### config.mk
export PLATFORM = sky130hd
export DESIGN_NAME = lssk_ctrl
export DESIGN_NICKNAME = d
export VERILOG_FILES = /design/src/design/lssk_pkg.sv /design/src/design/lssk_ctrl.sv
export SDC_FILE = /design/constraint.sdc
export NUM_CORES = 1
export LEC_CHECK = 0
export ABC_CLOCK_PERIOD_IN_PS = 1500
export BUFFER_PORTS_ARGS = -buffer_cell sky130_fd_sc_hd__buf_4
export CORE_AREA = 3 3 40 42
export CTS_CLUSTER_DIAMETER = 150
export DETAILED_ROUTE_END_ITERATION = 8
export DIE_AREA = 0 0 43 45
export GPL_TIMING_DRIVEN = 0
export HOLD_SLACK_MARGIN = 0.05
export PLACE_DENSITY = 0.72
export SKIP_CTS_REPAIR_TIMING = 1
export SLEW_MARGIN = 10
export SYNTH_ARGS = -nofsm -noshare
export SYNTH_HDL_FRONTEND = slang
export SYNTH_SLANG_ARGS = --single-unit
### constraint.sdc
create_clock -name clk -period 1.5 [get_ports clk]
set_input_delay 0.075 -clock clk [delete_from_list [all_inputs] [get_ports clk]]
set_output_delay 0.075 -clock clk [all_outputs]
set_load 0.01 [all_outputs]
### src/design/lssk_pkg.sv
// Shared types, constants and handshake structs for the longest subarray sum block.
package lssk_pkg;

	// Hash table geometry.
	localparam int unsigned TABLE_DEPTH = 1024;
	localparam int unsigned IDX_W       = $clog2(TABLE_DEPTH);
	localparam bit          DEPTH_POW2  = ((TABLE_DEPTH & (TABLE_DEPTH - 1)) == 0);

	// Field widths.
	localparam int unsigned KEY_W   = 64;
	localparam int unsigned ELEM_W  = 32;
	localparam int unsigned POS_W   = 16;
	localparam int unsigned EPOCH_W = 8;

	// Item limit: the smaller of the configured maximum and what a position can hold.
	localparam longint unsigned MAX_ITEMS = 64'd65535;
	localparam logic [POS_W-1:0] ITEM_LIMIT =
		POS_W'((MAX_ITEMS < 64'd65535) ? MAX_ITEMS : 64'd65535);

	// Home slot reduction: bits folded per cycle, and cycles per key.
	localparam int unsigned HASH_BITS  = 4;
	localparam int unsigned HASH_STEPS = DEPTH_POW2 ? 1 : KEY_W / HASH_BITS;
	localparam int unsigned HCNT_W     = $clog2(KEY_W / HASH_BITS + 1);

	typedef logic [KEY_W-1:0]   key_t;
	typedef logic [IDX_W-1:0]   idx_t;
	typedef logic [IDX_W:0]     trial_t;
	typedef logic [POS_W-1:0]   pos_t;
	typedef logic [EPOCH_W-1:0] epoch_t;
	typedef logic [HCNT_W-1:0]  hcnt_t;

	localparam epoch_t EPOCH_FIRST = epoch_t'(1);
	localparam epoch_t EPOCH_LAST  = '1;

	// One table entry; an entry belongs to the current array only if its epoch matches.
	typedef struct packed {
		epoch_t epoch;
		key_t   sum;
		pos_t   pos;
	} entry_t;

	// Controller states.
	typedef enum logic [2:0] {
		S_CLEAR,
		S_IDLE,
		S_KEY,
		S_HSTART,
		S_HWAIT,
		S_CHECK,
		S_RESULT
	} state_t;

	// Commands from the controller to the datapath.
	typedef struct packed {
		logic load_item;
		logic load_key;
		logic phase_b;
		logic hash_start;
		logic probe_first;
		logic probe_next;
		logic hit_update;
		logic insert;
		logic set_ovf;
		logic finish;
		logic clr_write;
	} cmd_t;

	// Status from the datapath to the controller.
	typedef struct packed {
		logic limit_hit;
		logic hash_done;
		logic entry_valid;
		logic key_match;
		logic probe_last;
		logic last_item;
		logic clr_last;
		logic epoch_wrap;
	} status_t;

endpackage

### src/design/lssk_ctrl.sv
// Controller: sequences accept, key setup, hashing, probing, insert, result and clearing.
module lssk_ctrl (
	input  logic                clk,
	input  logic                arst_n,
	input  logic                in_valid,
	output logic                in_ready,
	output logic                out_valid,
	input  logic                out_ready,
	input  lssk_pkg::status_t   st,
	output lssk_pkg::cmd_t      cmd
);

	lssk_pkg::state_t state_q;
	lssk_pkg::state_t state_d;
	logic             phase_q;
	logic             phase_d;
	logic             out_valid_q;
	logic             hit;

	assign hit = st.entry_valid && st.key_match;

	// State, probe phase and result-valid registers.
	always_ff @(posedge clk or negedge arst_n) begin
		if (!arst_n) begin
			state_q     <= lssk_pkg::S_CLEAR;
			phase_q     <= 1'b0;
			out_valid_q <= 1'b0;
		end else begin
			state_q     <= state_d;
			phase_q     <= phase_d;
			out_valid_q <= cmd.finish | (out_valid_q & ~out_ready);
		end
	end

	// Next state and commands.
	always_comb begin
		state_d     = state_q;
		phase_d     = phase_q;
		cmd         = '0;
		cmd.phase_b = phase_q;
		in_ready    = 1'b0;
		case (state_q)
			lssk_pkg::S_CLEAR: begin
				cmd.clr_write = 1'b1;
				if (st.clr_last) begin
					state_d = lssk_pkg::S_IDLE;
				end
			end
			lssk_pkg::S_IDLE: begin
				in_ready = 1'b1;
				phase_d  = 1'b0;
				if (in_valid) begin
					cmd.load_item = 1'b1;
					state_d = st.limit_hit ? lssk_pkg::S_RESULT : lssk_pkg::S_KEY;
				end
			end
			lssk_pkg::S_KEY: begin
				cmd.load_key = 1'b1;
				state_d      = lssk_pkg::S_HSTART;
			end
			lssk_pkg::S_HSTART: begin
				cmd.hash_start = 1'b1;
				state_d        = lssk_pkg::S_HWAIT;
			end
			lssk_pkg::S_HWAIT: begin
				if (st.hash_done) begin
					cmd.probe_first = 1'b1;
					state_d         = lssk_pkg::S_CHECK;
				end
			end
			lssk_pkg::S_CHECK: begin
				if (!phase_q) begin
					// Lookup of sum minus target: stop on a hit, an empty slot or a full sweep.
					if (hit || !st.entry_valid || st.probe_last) begin
						cmd.hit_update = hit;
						phase_d        = 1'b1;
						state_d        = lssk_pkg::S_KEY;
					end else begin
						cmd.probe_next = 1'b1;
					end
				end else begin
					// Find or insert the current sum; a full sweep with no free slot sets the overflow flag.
					if (hit) begin
						state_d = lssk_pkg::S_RESULT;
					end else if (!st.entry_valid) begin
						cmd.insert = 1'b1;
						state_d    = lssk_pkg::S_RESULT;
					end else if (st.probe_last) begin
						cmd.set_ovf = 1'b1;
						state_d     = lssk_pkg::S_RESULT;
					end else begin
						cmd.probe_next = 1'b1;
					end
				end
			end
			lssk_pkg::S_RESULT: begin
				if (!out_valid_q || out_ready) begin
					cmd.finish = 1'b1;
					state_d = (st.last_item && st.epoch_wrap) ?
						lssk_pkg::S_CLEAR : lssk_pkg::S_IDLE;
				end
			end
			default: begin
				state_d = lssk_pkg::S_IDLE;
			end
		endcase
	end

	assign out_valid = out_valid_q;

endmodule

==> results.json, run 1 <==
{
  "io_buffers": 24,
  "path_clk_slew_ns": 0.05,
  "power_frac_seq_pct": 23.8,
  "irDropWorstVdd_v": 0.001112,
  "start_util_pct": 31.35,
  "power_leakage_nw": 0.3271,
  "cts_tree": "yes",
  "core_area_um2": 1285,
  "switching_share_pct": 43.09,
  "syn2layout_area_growth_pct": 60.87,
  "endpoint": "cmd[2]",
  "yosysMostFrequentCell": "nor3_1",
  "synth.top_cell.area_share_pct": 31.06,
  "cp_num_buf_inv": 1,
  "synth.ff_latch_count": 5,
  "comb_power_share_pct": 62.6,
  "num_antenna_cells": 0,
  "timing_worst_setup_path_type": "flip-flop to output pin",
  "relSlewSlack_pct": 84.10,
  "reg2reg_from": "state_q[0]",
  "slowest_delay_ns": 0.44,
  "die_area_um2": 1935,
  "reg2reg_depth": 3,
  "finish.utilization_pct": 50.44,
  "ios": 25,
  "drc": 0,
  "status": "completed",
  "vias": 473,
  "drtIter0Drc": 3,
  "required_ns": 1.42,
  "worst_pin_slew_ns": 0.2377,
  "clock_skew_ns": 0.002434,
  "dr.pass1.iters": 4,
  "antenna_left": 0,
  "grt_pass1_wl_um": 1821,
  "worst_ep_arrival_time_ns": 1.32,
  "powerDensity_nw_per_um2": 1761,
  "cts_root_buffer": "clkbuf_4",
  "syn_inst": 53,
  "grt_usage_pct": 12.61,
  "dp_slack_ns": 0.1316,
  "seq_area_frac_synth_pct": 31.06,
  "ys_top_cells_by_area": "dfrtp_1 31%, nor3_1 8.7%, nand2_1 5.6%, nand3b_1 5.6%, nor2b_1 4.7%",
  "clock_sinks": 5,
  "grt-ovfl-total": 0,
  "maxSlewViolCount": 0,
  "finalHoldViolCount": 0,
  "synth-edff-count": 0,
  "fmax_mhz": 716.0,
  "min_path_type": "input port to flip-flop",
  "worst-path-stages": 4,
  "yosysTopAreaCell": "dfrtp_1",
  "worstSetupEndpointType": "output pin",
  "layout_setup_ws_ns": 0.1033,
  "synth-main-ff-cell": "dfrtp_1",
  "async_flop_share_pct": 100.0,
  "critPathLaunch": "state_q[1]",
  "syn_nets": 65,
  "grt_pass1_vias": 454,
  "post-route-period-util_pct": 93.11,
  "setup_viol": 0,
  "avgViaCountPerCell": 4.876,
  "instances_no_fill": 97,
  "clk_latency_ns": 0.24,
  "ys_warn_count": 0,
  "fp-row-count": 13,
  "clockBufferDepth": 2,
  "reg2reg_to": "state_q[0]",
  "slowest_stage": "dfrtp_2",
  "critical_path.max_fanout": 5,
  "rsz0062_at_grt": "yes",
  "avgRoutedWirePerCell_um": 11.07,
  "htree_levels": 1,
  "critPathTopFamily": "simple AND/OR/NAND/NOR gates",
  "cts-buffers-inserted": 3,
  "p_clk_share_pct": 13.6,
  "p_int_uw": 649.6,
  "maxCapViolCount": 0,
  "grt_max_degree": 11,
  "drive_gt1_share_pct": 43.90,
  "synth_commonest_cells": "7 x nor3_1, 6 x nand2_1, 5 x dfrtp_1, 4 x nor2_1",
  "syn-cell-area_um2": 402.9,
  "dp.cells": 92,
  "gp_congestion": 0.7681,
  "fill_cells": 136,
  "fp.dieH_um": 45,
  "syn_avg_cell_area_um2": 7.602,
  "nets": 95,
  "period_needed_ns": 1.397,
  "ys_types": 22,
  "path_cells": "nor2b_4 > nand2_1 > nor3_1 > buf_4",
  "r2r_setup_slack_ns": 0.12,
  "switchingPower_uw": 491.8,
  "antenna_found_initial": 0,
  "dieWidth_um": 43,
  "hpwl_um": 811.2,
  "routed_wl_um": 1074,
  "startpoint_type": "flip-flop"
}
## worst reg2reg max path, stage by stage (launching register included)
cell and delay, ns:
dfrtp_1 0.39, buf_2 0.19, a2111o_1 0.37, a221o_1 0.30
## power groups by stage
stage | combinational [mW] | clock (mW) | sequential (mW)
5_1_grt | 0.786 | 0.171 | 0.288
6_report | 0.715 | 0.155 | 0.271
3_3_place_gp | 0.691 | 0 | 0.261
4_1_cts | 0.701 | 0.162 | 0.261
3_5_place_dp | 0.700 | 0 | 0.262
2_1_floorplan | 0.446 | 0 | 0.255
## through the flow
stage | total power [mW] | instance area [um2] | TNS, ns | hold WS, ns
global placement | 0.9523 | 601.8 | 0 | -0.1222
finish | 1.141 | 648.1 | 0 | 0.1140
detailed placement | 0.9616 | 601.8 | 0 | -0.1212
floorplan | 0.7010 | 402.9 | 0 | -0.2206
CTS | 1.124 | 629.4 | -0.1278 | -0.3856
global route | 1.245 | 648.1 | -0.03279 | 0.1273
## state kept, by name (all words and copies together) (netlist names)
| register | count |
|---|---|
| out_valid | 1 |
| phase_q | 1 |
| state_q | 3 |
## area by class of cell
cell class,instances,area [um2],share of cell area (%)
Buffer,4,22.52,3.475
Timing Repair Buffer,25,190.2,29.34
Tap cell,15,18.77,2.896
Multi-Input combinational cell,41,251.5,38.80
Sequential cell,5,126.4,19.50
Clock inverter,1,5.005,0.7722
Clock buffer,3,22.52,3.475
Inverter,3,11.26,1.737
## worst min-delay path by stage
stage,to,start,slack [ns],cells past startpoint
after detailed placement,out_valid,arst_n,-0.12,1
final,out_valid,out_ready,0.11,3
after global placement,out_valid,arst_n,-0.12,1
after CTS,state_q[0],arst_n,-0.39,1
after floorplan,out_valid,arst_n,-0.22,0
after global routing,out_valid,out_ready,0.13,3
## logic make-up after synthesis
kind of cell	share of synthesized area, %
flops	31.06
buf+inv	8.384
simple gates	41.92
compound gates	18.63
## layout by cell type, fill, tap and decap left out, types with 2 or more instances in the layout
cell type / synthesis / final
buf_2: 3 / 3
nand3b_1: 3 / 3
o21ai_1: 3 / 3
dfrtp_1: 5 / 4
nor2b_1: 3 / 2
clkbuf_4: 0 / 3
nand2_1: 6 / 6
nor2_1: 4 / 4
nor3_1: 7 / 7
and3_1: 2 / 2
buf_4: 1 / 25
inv_1: 3 / 3
a21oi_1: 3 / 3
## routing by layer
layer  share of wire (%)  vias to the layer above  routed length (um)  track usage (%)
met5                   0                        -                   0                0
met1                  43                      204                 465            15.57
met2                  44                       21                 476            18.56
li1                    -                      246                   -                -
met3                  11                        2                 119            7.570
met4                 1.1                        0                  12            3.614
Power figures use the tool's default switching activity.
==> run 2: changes to the inputs <==
--- a/config.mk
+++ b/config.mk
@@ -5,7 +5,7 @@
 export SDC_FILE = /design/constraint.sdc
 export NUM_CORES = 1
 export LEC_CHECK = 0
-export ABC_CLOCK_PERIOD_IN_PS = 1500
+export ABC_CLOCK_PERIOD_IN_PS = 1200
 export BUFFER_PORTS_ARGS = -buffer_cell sky130_fd_sc_hd__buf_4
 export CORE_AREA = 3 3 40 42
 export CTS_CLUSTER_DIAMETER = 150
@@ -13,7 +13,7 @@
 export DIE_AREA = 0 0 43 45
 export GPL_TIMING_DRIVEN = 0
 export HOLD_SLACK_MARGIN = 0.05
-export PLACE_DENSITY = 0.72
+export PLACE_DENSITY = 0.74
 export SKIP_CTS_REPAIR_TIMING = 1
 export SLEW_MARGIN = 10
 export SYNTH_ARGS = -nofsm -noshare
==> constraint.sdc (replaced) <==
create_clock -name clk -period 1.2 [get_ports clk]
set_input_delay 0.06 -clock clk [delete_from_list [all_inputs] [get_ports clk]]
set_output_delay 0.06 -clock clk [all_outputs]
set_load 0.01 [all_outputs]
==> results.json, run 2 (synthesis gave the netlist of run 1 again) <==
{
  "hold_path_depth": 3,
  "relSlewSlack_pct": 84.24,
  "syn2layout_area_growth_pct": 86.96,
  "cts_root_buffer": "clkbuf_4",
  "status": "finished, violations left",
  "critPathLaunch": "state_q[1]",
  "grt_pass1_vias": 463,
  "maxSlewViolCount": 0,
  "grt_max_degree": 11,
  "path_cells": "a2111o_1 > a221o_1",
  "irDropWorstVdd_v": 0.001187,
  "startpoint_type": "flip-flop",
  "dieWidth_um": 43,
  "vias": 498,
  "hpwl_um": 812.2,
  "setup_viol": 11,
  "clk_latency_ns": 0.25,
  "antenna_left": 0,
  "htree_levels": 1,
  "nets": 100,
  "maxCapViolCount": 0,
  "clockBufferDepth": 2,
  "start_util_pct": 31.35,
  "fp-row-count": 13,
  "fmax_mhz": 753.5,
  "path_clk_slew_ns": 0.04,
  "place_area_um2": 608.1,
  "reg2reg_depth": 2,
  "worstSetupEndpointType": "flip-flop",
  "period_needed_ns": 1.327,
  "routed_wl_um": 1233,
  "hp-start": "out_ready",
  "slowest_delay_ns": 0.44,
  "powerDensity_nw_per_um2": 2255,
  "finalHoldViolCount": 0,
  "cts-buffers-inserted": 3,
  "drive_gt1_share_pct": 55.17,
  "critPathTopFamily": "compound AO/OA/AOI/OAI gates",
  "violations": "negative setup slack",
  "layout_common_cells": "25 x buf_4, 5 x buf_6, 5 x nand2_1, 5 x nor3_2",
  "fill_cells": 122,
  "reg2reg_to": "state_q[0]",
  "cts_tree": "yes",
  "min_path_type": "input port to flip-flop",
  "clock_skew_ns": 0.002600,
  "layout_commonest_cell": "buf_4",
  "drtIter0Drc": 7,
  "grt_usage_pct": 12.94,
  "power_leakage_nw": 0.3692,
  "reg2reg_from": "state_q[1]",
  "timing_worst_setup_path_type": "flip-flop to flip-flop",
  "core_area_um2": 1285,
  "p_total_mw": 1.699,
  "post-route-period-util_pct": 110.6,
  "r2r_setup_slack_ns": -0.13,
  "worst_pin_slew_ns": 0.2356,
  "drc": 0,
  "num_antenna_cells": 0,
  "hold_path_end": "out_valid",
  "antenna_found_initial": 0,
  "ios": 25,
  "cp_num_buf_inv": 0,
  "fp.dieH_um": 45,
  "finish.utilization_pct": 58.62,
  "largest_register_ffs": 3,
  "met1Wirelength_um": 478,
  "slowest_stage": "dfrtp_2",
  "gp_congestion": 0.8039,
  "dr.pass1.iters": 4,
  "rsz0062_at_grt": "yes",
  "io_buffers": 24,
  "final_area_um2": 753.2,
  "worst_ep_arrival_time_ns": 1.45,
  "layout_setup_ws_ns": -0.1271,
  "regMostFlops": "state_q",
  "top_layer": "met4",
  "grt_pass1_wl_um": 1842,
  "avgViaCountPerCell": 4.882,
  "avgRoutedWirePerCell_um": 12.09,
  "critical_path.max_fanout": 5,
  "clock_sinks": 5,
  "tns_ns": -0.9164,
  "die_area_um2": 1935,
  "wl_met2_um": 615,
  "grt-ovfl-total": 0,
  "wl_met3_um": 127,
  "dp_slack_ns": -0.1361,
  "required_ns": 1.33
}
==> run 2: cell types whose count changed in the layout (fill, tap and decap cells not counted), sizes merged <==
cell	delta
clkinv	-1
clkbuf	+2
buf	+4
==> run 2: routing by layer <==
metal	global-route usage [%]	vias up
met5	0	-
met2	20.36	24
met1	14.81	221
li1	-	251
met4	3.614	0
met3	7.968	2
==> run 2: worst max-delay path by stage <==
| stage | cells after the start | endpoint |
|---|---|---|
| global placement | 3 | state_q[0] |
| floorplan | 3 | state_q[0] |
| CTS | 4 | cmd[4] |
| global route | 4 | cmd[3] |
| finish | 2 | state_q[0] |
| detailed placement | 3 | state_q[0] |
==> run 2: layout make-up <==
cell class	instances	area, um2	share of cell area (%)
buffer	4	31.28	4.153
multi-input combinational	41	299.0	39.70
clock buffer	4	26.28	3.488
timing repair buffer	30	240.2	31.89
inverter	3	11.26	1.495
tap	15	18.77	2.492
sequential	5	126.4	16.78
==> run 2: worst min-delay path: cells and delay by family <==
family,cells,cell delay (ns)
and+or+nand+nor,2,0.17
buffers and inverters,1,0.08
==> run 2: through the flow <==
step / instances / hold slack [ns]
after global placement: 92 / -0.1380
after floorplan: 53 / -0.2356
after detailed placement: 92 / -0.1352
after global routing: 102 / 0.1113
after CTS: 96 / -0.4045
final: 102 / 0.1036
==> run 2: where the power goes <==
part	switching, mW	leakage, nW	internal, mW
clock	0.0765	0.0150	0.126
sequential	0.0958	0.0607	0.256
combinational	0.546	0.294	0.598
total	0.719	0.369	0.980
